--- config.mk ---
export PLATFORM = sky130hd
export DESIGN_NAME = top_k_best_keeper
export DESIGN_NICKNAME = d
export VERILOG_FILES = /design/src/rtl/tkb_pkg.sv /design/src/rtl/tkb_cell.sv /design/src/rtl/tkb_chain.sv /design/src/rtl/top_k_best_keeper.sv
export SDC_FILE = /design/constraint.sdc
export NUM_CORES = 2
export LEC_CHECK = 0
export BUFFER_PORTS_ARGS = -buffer_cell sky130_fd_sc_hd__buf_4
export CAP_MARGIN = 20
export CORE_MARGIN = 2
export CORE_UTILIZATION = 55
export CTS_CLUSTER_DIAMETER = 120
export DETAILED_ROUTE_END_ITERATION = 7
export PLACE_DENSITY = 0.72
export SETUP_SLACK_MARGIN = 0.05
export SYNTH_ARGS = -nofsm -noshare
export SYNTH_HDL_FRONTEND = slang
export SYNTH_SLANG_ARGS = --single-unit
--- constraint.sdc ---
create_clock -name clk -period 25.9 [get_ports clk]
set_clock_uncertainty 0.15 [all_clocks]
set_input_delay 1.295 -clock clk [delete_from_list [all_inputs] [get_ports clk]]
set_output_delay 1.295 -clock clk [all_outputs]
set_load 0.01 [all_outputs]
--- src/rtl/tkb_pkg.sv ---
// ----------------------------------------------------------------------------
// tkb_pkg: shared types and constants of the top-k best keeper
// Transaction structs, request codes, field widths and register defaults.
// ----------------------------------------------------------------------------
package tkb_pkg;

	// Table size is bounded by the rank field and the result burst length
	localparam int TABLE_MAX    = 16;
	localparam int CAPACITY_DEF = 16;

	// Field widths
	localparam int FIT_W  = 32;
	localparam int TAG_W  = 16;
	localparam int RANK_W = 4;
	localparam int CNT_W  = 5;

	// Request codes
	localparam logic REQ_INSERT = 1'b0;
	localparam logic REQ_READ   = 1'b1;

	// Register map: register select is paddr[2]
	localparam logic REG_MAX_ENTRIES = 1'b0;
	localparam logic [CNT_W-1:0] MAX_ENTRIES_RST = 5'd16;

	// Input transaction
	typedef struct packed {
		logic                    req_type;
		logic signed [FIT_W-1:0] new_fitness;
		logic [TAG_W-1:0]        new_tag;
	} in_item_t;

	// Result transaction
	typedef struct packed {
		logic                    entry_valid;
		logic [RANK_W-1:0]       entry_rank;
		logic signed [FIT_W-1:0] entry_fitness;
		logic [TAG_W-1:0]        entry_tag;
		logic                    was_kept;
		logic [CNT_W-1:0]        filled_count;
		logic                    run_end;
	} out_item_t;

	// Insert decision handed from the chain to the controller
	typedef struct packed {
		logic             kept;
		logic [CNT_W-1:0] pos;
	} ins_status_t;

endpackage

--- src/rtl/tkb_cell.sv ---
// ----------------------------------------------------------------------------
// tkb_cell: one rank slot of the sorted chain
// Holds one entry, compares it with the candidate, and on an insert keeps
// its entry, takes the candidate, or takes the entry of the better neighbor.
// ----------------------------------------------------------------------------
module tkb_cell (
	input  logic                             clk,
	input  logic                             occ,
	input  logic                             less_prev,
	input  logic signed [tkb_pkg::FIT_W-1:0] prev_fit,
	input  logic [tkb_pkg::TAG_W-1:0]        prev_tag,
	input  logic signed [tkb_pkg::FIT_W-1:0] cand_fit,
	input  logic [tkb_pkg::TAG_W-1:0]        cand_tag,
	input  logic                             load,
	output logic                             less,
	output logic                             eq,
	output logic signed [tkb_pkg::FIT_W-1:0] fit,
	output logic [tkb_pkg::TAG_W-1:0]        tag
);
	import tkb_pkg::*;

	logic signed [FIT_W-1:0] fit_q;
	logic [TAG_W-1:0]        tag_q;

	// Compare the stored entry against the candidate
	assign less = occ && (fit_q < cand_fit);
	assign eq   = occ && (fit_q == cand_fit);
	assign fit  = fit_q;
	assign tag  = tag_q;

	// Keep a better entry, take the candidate at its rank, shift the rest down
	always_ff @(posedge clk) begin
		if (load && !less) begin
			if (less_prev) begin
				fit_q <= cand_fit;
				tag_q <= cand_tag;
			end else begin
				fit_q <= prev_fit;
				tag_q <= prev_tag;
			end
		end
	end

endmodule

--- src/rtl/tkb_chain.sv ---
// ----------------------------------------------------------------------------
// tkb_chain: row of rank cells
// Links the cells best to worst, finds the candidate's rank, flags equal
// fitness, and decides whether the candidate stays under the limit.
// ----------------------------------------------------------------------------
module tkb_chain #(
	parameter int DEPTH = tkb_pkg::TABLE_MAX
) (
	input  logic                             clk,
	input  logic [DEPTH-1:0]                 occ,
	input  logic signed [tkb_pkg::FIT_W-1:0] cand_fit,
	input  logic [tkb_pkg::TAG_W-1:0]        cand_tag,
	input  logic [tkb_pkg::CNT_W-1:0]        lim,
	input  logic                             go,
	output tkb_pkg::ins_status_t             status,
	output logic signed [tkb_pkg::FIT_W-1:0] fit_arr [DEPTH],
	output logic [tkb_pkg::TAG_W-1:0]        tag_arr [DEPTH]
);
	import tkb_pkg::*;

	logic [DEPTH-1:0] less_vec;
	logic [DEPTH-1:0] eq_vec;
	logic [CNT_W-1:0] pos;
	logic             load;

	// Build the chain: cell 0 sees the candidate as its better neighbor
	for (genvar i = 0; i < DEPTH; i++) begin : g_cell
		if (i == 0) begin : g_head
			tkb_cell u_cell (
				.clk      (clk),
				.occ      (occ[i]),
				.less_prev(1'b1),
				.prev_fit (cand_fit),
				.prev_tag (cand_tag),
				.cand_fit (cand_fit),
				.cand_tag (cand_tag),
				.load     (load),
				.less     (less_vec[i]),
				.eq       (eq_vec[i]),
				.fit      (fit_arr[i]),
				.tag      (tag_arr[i])
			);
		end else begin : g_body
			tkb_cell u_cell (
				.clk      (clk),
				.occ      (occ[i]),
				.less_prev(less_vec[i-1]),
				.prev_fit (fit_arr[i-1]),
				.prev_tag (tag_arr[i-1]),
				.cand_fit (cand_fit),
				.cand_tag (cand_tag),
				.load     (load),
				.less     (less_vec[i]),
				.eq       (eq_vec[i]),
				.fit      (fit_arr[i]),
				.tag      (tag_arr[i])
			);
		end
	end

	// Count better entries to get the candidate's rank
	always_comb begin
		pos = '0;
		for (int i = 0; i < DEPTH; i++) begin
			pos = pos + CNT_W'(less_vec[i]);
		end
	end

	// Keep only a new fitness that ranks inside the limit and equals no stored fitness
	assign status.pos  = pos;
	assign status.kept = !(|eq_vec) && (pos < lim);
	assign load        = go && status.kept;

endmodule

--- src/rtl/top_k_best_keeper.sv ---
// ----------------------------------------------------------------------------
// top_k_best_keeper: sorted table of the best fitness entries
// Inserts candidates at their rank in a chain of cells, trims to the limit
// and reads the table out in rank order.
//
//   channel   dir  handshake                   payload
//   in        in   in_valid / in_ready         tkb_pkg::in_item_t
//   out       out  out_valid / out_ready       tkb_pkg::out_item_t
//   cfg       in   APB psel/penable/pwrite     max_entries at byte 0
//
// An insert passes the accept state, then the insert state, in which every
// cell compares with the candidate and the chain shifts as the result
// loads the output register. A read gives max(1, fill) results, one per
// cycle through the entry select unless the output stalls. One request
// is in work at a time; the item register takes a new one once the
// previous one's last result is in the output register. A stalled output
// holds the chain. Reset clears the fill, resets the limit, no sweep.
// ----------------------------------------------------------------------------
module top_k_best_keeper #(
	parameter int CAPACITY = tkb_pkg::CAPACITY_DEF
) (
	input  logic                 clk,
	input  logic                 arst_n,
	input  logic                 in_valid,
	output logic                 in_ready,
	input  tkb_pkg::in_item_t    in_data,
	output logic                 out_valid,
	input  logic                 out_ready,
	output tkb_pkg::out_item_t   out_data,
	input  logic                 psel,
	input  logic                 penable,
	input  logic                 pwrite,
	input  logic [2:0]           paddr,
	input  logic [31:0]          pwdata,
	output logic [31:0]          prdata,
	output logic                 pready
);
	import tkb_pkg::*;

	localparam int DEPTH = (CAPACITY < TABLE_MAX) ? CAPACITY : TABLE_MAX;
	localparam int IDX_W = $clog2(DEPTH);
	localparam logic [CNT_W-1:0] DEPTH_C = CNT_W'(DEPTH);

	localparam logic [1:0] ST_IDLE = 2'd0;
	localparam logic [1:0] ST_INS  = 2'd1;
	localparam logic [1:0] ST_RD   = 2'd2;

	logic [1:0]        state_q;
	in_item_t          item_q;
	logic [IDX_W-1:0]  idx_q;
	logic [CNT_W-1:0]  cnt_q;
	logic [CNT_W-1:0]  max_q;
	logic              out_vld_q;
	out_item_t         out_q;

	logic [CNT_W-1:0]  lim;
	logic [DEPTH-1:0]  occ;
	logic              out_free;
	logic              go;
	ins_status_t       status;
	logic signed [FIT_W-1:0] fit_arr [DEPTH];
	logic [TAG_W-1:0]        tag_arr [DEPTH];
	logic [CNT_W:0]    cnt_inc;
	logic [CNT_W-1:0]  cnt_new;
	logic              rd_empty;
	logic              rd_last;
	logic              res_fire;
	out_item_t         res;
	logic              cfg_wr;

	// Saturate the limit to one .. table depth
	always_comb begin
		if (max_q == '0) begin
			lim = CNT_W'(1);
		end else if (max_q > DEPTH_C) begin
			lim = DEPTH_C;
		end else begin
			lim = max_q;
		end
	end

	// Occupied ranks are the first cnt_q cells
	for (genvar i = 0; i < DEPTH; i++) begin : g_occ
		assign occ[i] = cnt_q > CNT_W'(i);
	end

	assign out_free = !out_vld_q || out_ready;
	assign go       = (state_q == ST_INS) && out_free;

	tkb_chain #(
		.DEPTH(DEPTH)
	) u_chain (
		.clk     (clk),
		.occ     (occ),
		.cand_fit(item_q.new_fitness),
		.cand_tag(item_q.new_tag),
		.lim     (lim),
		.go      (go),
		.status  (status),
		.fit_arr (fit_arr),
		.tag_arr (tag_arr)
	);

	// Fill after an insert, trimmed to the limit
	assign cnt_inc = {1'b0, cnt_q} + (CNT_W + 1)'(status.kept);
	assign cnt_new = (cnt_inc > {1'b0, lim}) ? lim : cnt_inc[CNT_W-1:0];

	assign rd_empty = (cnt_q == '0);
	assign rd_last  = rd_empty || ((CNT_W'(idx_q) + CNT_W'(1)) == cnt_q);

	// Build the next result transaction
	always_comb begin
		res      = '0;
		res_fire = 1'b0;
		unique case (state_q)
			ST_INS: begin
				res_fire          = out_free;
				res.entry_fitness = item_q.new_fitness;
				res.entry_tag     = item_q.new_tag;
				res.entry_valid   = status.kept;
				res.was_kept      = status.kept;
				res.entry_rank    = status.kept ? status.pos[RANK_W-1:0] : '0;
				res.filled_count  = cnt_new;
				res.run_end       = 1'b1;
			end
			ST_RD: begin
				res_fire     = out_free;
				res.filled_count = cnt_q;
				res.run_end  = rd_last;
				if (!rd_empty) begin
					res.entry_valid   = 1'b1;
					res.entry_rank    = RANK_W'(idx_q);
					res.entry_fitness = fit_arr[idx_q];
					res.entry_tag     = tag_arr[idx_q];
				end
			end
			default: begin
				res_fire = 1'b0;
			end
		endcase
	end

	assign in_ready = (state_q == ST_IDLE);
	assign cfg_wr   = psel && penable && pwrite && pready && (paddr[2] == REG_MAX_ENTRIES);

	// Advance the request sequencer, fill count and output valid
	always_ff @(posedge clk or negedge arst_n) begin
		if (!arst_n) begin
			state_q   <= ST_IDLE;
			idx_q     <= '0;
			cnt_q     <= '0;
			max_q     <= MAX_ENTRIES_RST;
			out_vld_q <= 1'b0;
		end else begin
			if (cfg_wr) begin
				max_q <= pwdata[CNT_W-1:0];
			end
			if (out_vld_q && out_ready) begin
				out_vld_q <= 1'b0;
			end
			if (res_fire) begin
				out_vld_q <= 1'b1;
			end
			unique case (state_q)
				ST_IDLE: begin
					if (in_valid) begin
						idx_q   <= '0;
						state_q <= (in_data.req_type == REQ_READ) ? ST_RD : ST_INS;
					end
				end
				ST_INS: begin
					if (out_free) begin
						cnt_q   <= cnt_new;
						state_q <= ST_IDLE;
					end
				end
				ST_RD: begin
					if (out_free) begin
						if (rd_last) begin
							state_q <= ST_IDLE;
						end else begin
							idx_q <= idx_q + IDX_W'(1);
						end
					end
				end
				default: begin
					state_q <= ST_IDLE;
				end
			endcase
		end
	end

	// Hold the accepted request and the result payload
	always_ff @(posedge clk) begin
		if (in_valid && in_ready) begin
			item_q <= in_data;
		end
		if (res_fire) begin
			out_q <= res;
		end
	end

	assign out_valid = out_vld_q;
	assign out_data  = out_q;

	// Register readback
	always_comb begin
		prdata = '0;
		if (paddr[2] == REG_MAX_ENTRIES) begin
			prdata[CNT_W-1:0] = max_q;
		end
	end
	assign pready = 1'b1;

endmodule

==> results.yml <==
critical_path:
  cp_max_fo: 18
  worstRegToRegCells: 38
  path_class: "register to register"
  worst_path_max_delay_cell: "a221oi_1"
  critical_path_arrival_ns: 12.80
  cpPeakStageDelay_ns: 1.00
  reg2reg_slack_ns: 13.38
  r2r_end: "out_data[2]$_DFFE_PP_"
  cp-start-kind: "register"
  required_ns: 26.18
  reg2reg_from: "item_q[25]$_DFFE_PP_"
  cp-end-kind: "register"
die:
  io_pins: 186
  rows: 116
  die_area_mm2: 0.103
  start_util_pct: 55.4
  core-area_mm2: 0.100
  die_w_um: 321
  die_h_um: 321
layout:
  fin_nets: 4585
  synthToLayoutAreaGrowth_pct: 10.1
  layout-drive-gt1-share_pct: 33.3
  n_antenna_cell: 0
  postLayoutCellArea_mm2: 0.0609
grt:
  antenna_found_initial: 3
  overflow: 0
  grtUsageTotal_pct: 33.6
  grt_pass1_wl_mm: 251
  grt_max_degree: 110
  grt_pass1_vias: 36400
synth:
  netlist_instances: 3860
  ys_seq_area_share_pct: 48.3
  yosysTopAreaCell: "edfxtp_1"
  yosysUniqueCellTypes: 79
  synth-seq-cells: 893
  synth_area_leaders: "edfxtp_1 (48%), mux2_2 (14%), ha_1 (12%)"
  syn_area_mm2: 0.0554
  synth_flop_cell: "edfxtp_1"
  syn_avg_cell_area_um2: 14.3
  ys_top_cells_by_count: "edfxtp_1 (876), mux2_2 (705), ha_1 (532), mux4_2 (240), a21oi_1 (208)"
  yosysMostFrequentCell: "edfxtp_1"
  async_flop_share_pct: 1.90
  yosys_warnings: 0
  synth_edf_count: 876
  netlist.area_leader.share_pct: 47.5
routing:
  drt_pass1_iterations: 5
  drt-initial-drc-count: 4597
  avgRoutedWirePerCell_um: 32.6
  drtAntennaViolNets: 0
  drc: 0
  wl_mm: 174
  via_count: 37400
  vias_per_cell: 7.02
placed_design:
  place_area_mm2: 0.0578
  portBuffers: 128
  place_congestion: 1.03
  dp_hpwl_mm: 114
sta:
  finalCritPeriodShare_pct: 48.3
  rsz0062_at_grt: "false"
  hold_viol: 0
  slew_headroom_pct: 22.7
  setup_tns_ns: 0
  max_freq_mhz: 79.9
  slew_viol_final: 0
  worstMarginPinSlew_ns: 1.15
  setup_viol: 0
  fin_crit_ns: 12.52
cts:
  post_cts_buffers: 0
  cts_root_buffer: "clkbuf_16"
  hold_buffers: 0
  h-tree-depth: 3
  insertion_delay_ns: 0.72
  clock_sinks: 893
  clock_path_buffers: 3
  numCtsBuffers: 101
  cts.clk_slew.worst_paths_ns: 0.06
  cts_resized: 0
  cts_tree: "done"
min_path:
  hp-class: "input port to async pin"
run_status:
  status: "finished, final reports clean"
flow_run:
  cap_violations: 0
worst max path at each step:
stage                         startpoint                                                to  cells past startpoint
finish              item_q[25]$_DFFE_PP_                             out_data[2]$_DFFE_PP_                     38
global route        item_q[25]$_DFFE_PP_                             out_data[2]$_DFFE_PP_                     38
CTS                 item_q[25]$_DFFE_PP_                             out_data[2]$_DFFE_PP_                     37
detailed placement  item_q[25]$_DFFE_PP_                             out_data[2]$_DFFE_PP_                     37
global placement    item_q[25]$_DFFE_PP_                             out_data[2]$_DFFE_PP_                     37
floorplan           item_q[39]$_DFFE_PP_  u_chain.g_cell[0].g_head.u_cell.fit[0]$_DFFE_PP_                     30
layout make-up:
cell class | instances | area [µm²]
fill | 7531 | 39100
multi-input combinational | 2643 | 27500
sequential | 893 | 26700
clock buffer | 130 | 2680
tap | 1298 | 1620
timing repair buffer | 206 | 1550
clock inverter | 53 | 419
inverter | 107 | 402
worst max-delay path, delay by kind of cell (launching register included):
family | cells | cell delay, ns
fa+ha+maj | 12 | 4.32
compound gates | 13 | 4.07
simple gates | 6 | 1.45
buf+inv | 6 | 1.21
flops | 1 | 0.80
xor+xnor | 1 | 0.24
placed cells by master (no fill, tap or decap), types with 14 or more instances in the layout:
master,netlist,layout
nor4_1,22,22
conb_1,2,28
a21oi_1,208,204
clkinv_2,0,20
nor2b_1,90,82
nor2_1,44,37
clkinv_1,0,21
nor3_1,39,37
a221oi_1,16,16
clkbuf_1,152,26
o211ai_1,21,21
inv_1,107,107
a21o_1,100,100
ha_1,532,530
nand4_1,116,116
mux4_2,240,240
mux2_2,705,704
edfxtp_1,876,876
o21ai_0,76,76
clkbuf_16,0,102
a22oi_1,49,49
nand2_1,115,115
nand3_1,42,40
buf_4,32,202
o21a_1,14,14
nand2b_1,16,16
kinds of logic after synthesis:
family	share of synthesized area (%)
AND/OR/NAND/NOR	5.18
flip-flops	48.3
adder cells (fa/ha/maj)	12.4
XOR/XNOR	0.158
AO/OA/AOI/OAI	6.72
other	0.0136
buffers and inverters	2.76
multiplexers	24.5
sequential cells by signal, indices dropped and copies added, names as in the netlist:
name,flops
u_chain.g_cell.g_body.u_cell.fit,480
u_chain.g_cell.g_body.u_cell.tag,240
out_data,60
item_q,48
u_chain.g_cell.g_head.u_cell.fit,32
u_chain.g_cell.g_head.u_cell.tag,16
cnt_q,5
max_q,5
idx_q,4
state_q,2
out_valid,1
routing by layer:
layer,GRT usage [%],share of wire (%),vias to the layer above
met5,0,0.017,-
met4,13.6,4.2,4
met3,7.19,11,368
met2,51.6,45,2149
met1,46.6,40,19100
li1,-,-,15700
through the flow:
| step | cells | hold WS (ns) | setup WS (ns) | util (%) |
|---|---|---|---|---|
| after floorplan | 3886 | 0.329 | 14.25 | - |
| final | 5330 | 0.310 | 13.38 | 60.9 |
| after detailed placement | 5145 | 0.348 | 13.17 | 57.8 |
| after CTS | 5328 | 0.281 | 13.13 | 60.9 |
| after global placement | 5144 | 0.341 | 13.21 | 57.8 |
| after global routing | 5330 | 0.313 | 12.98 | 60.9 |
Power is not shown: default switching activity piles up to over one toggle a cycle in this logic, so the estimate is an artifact.
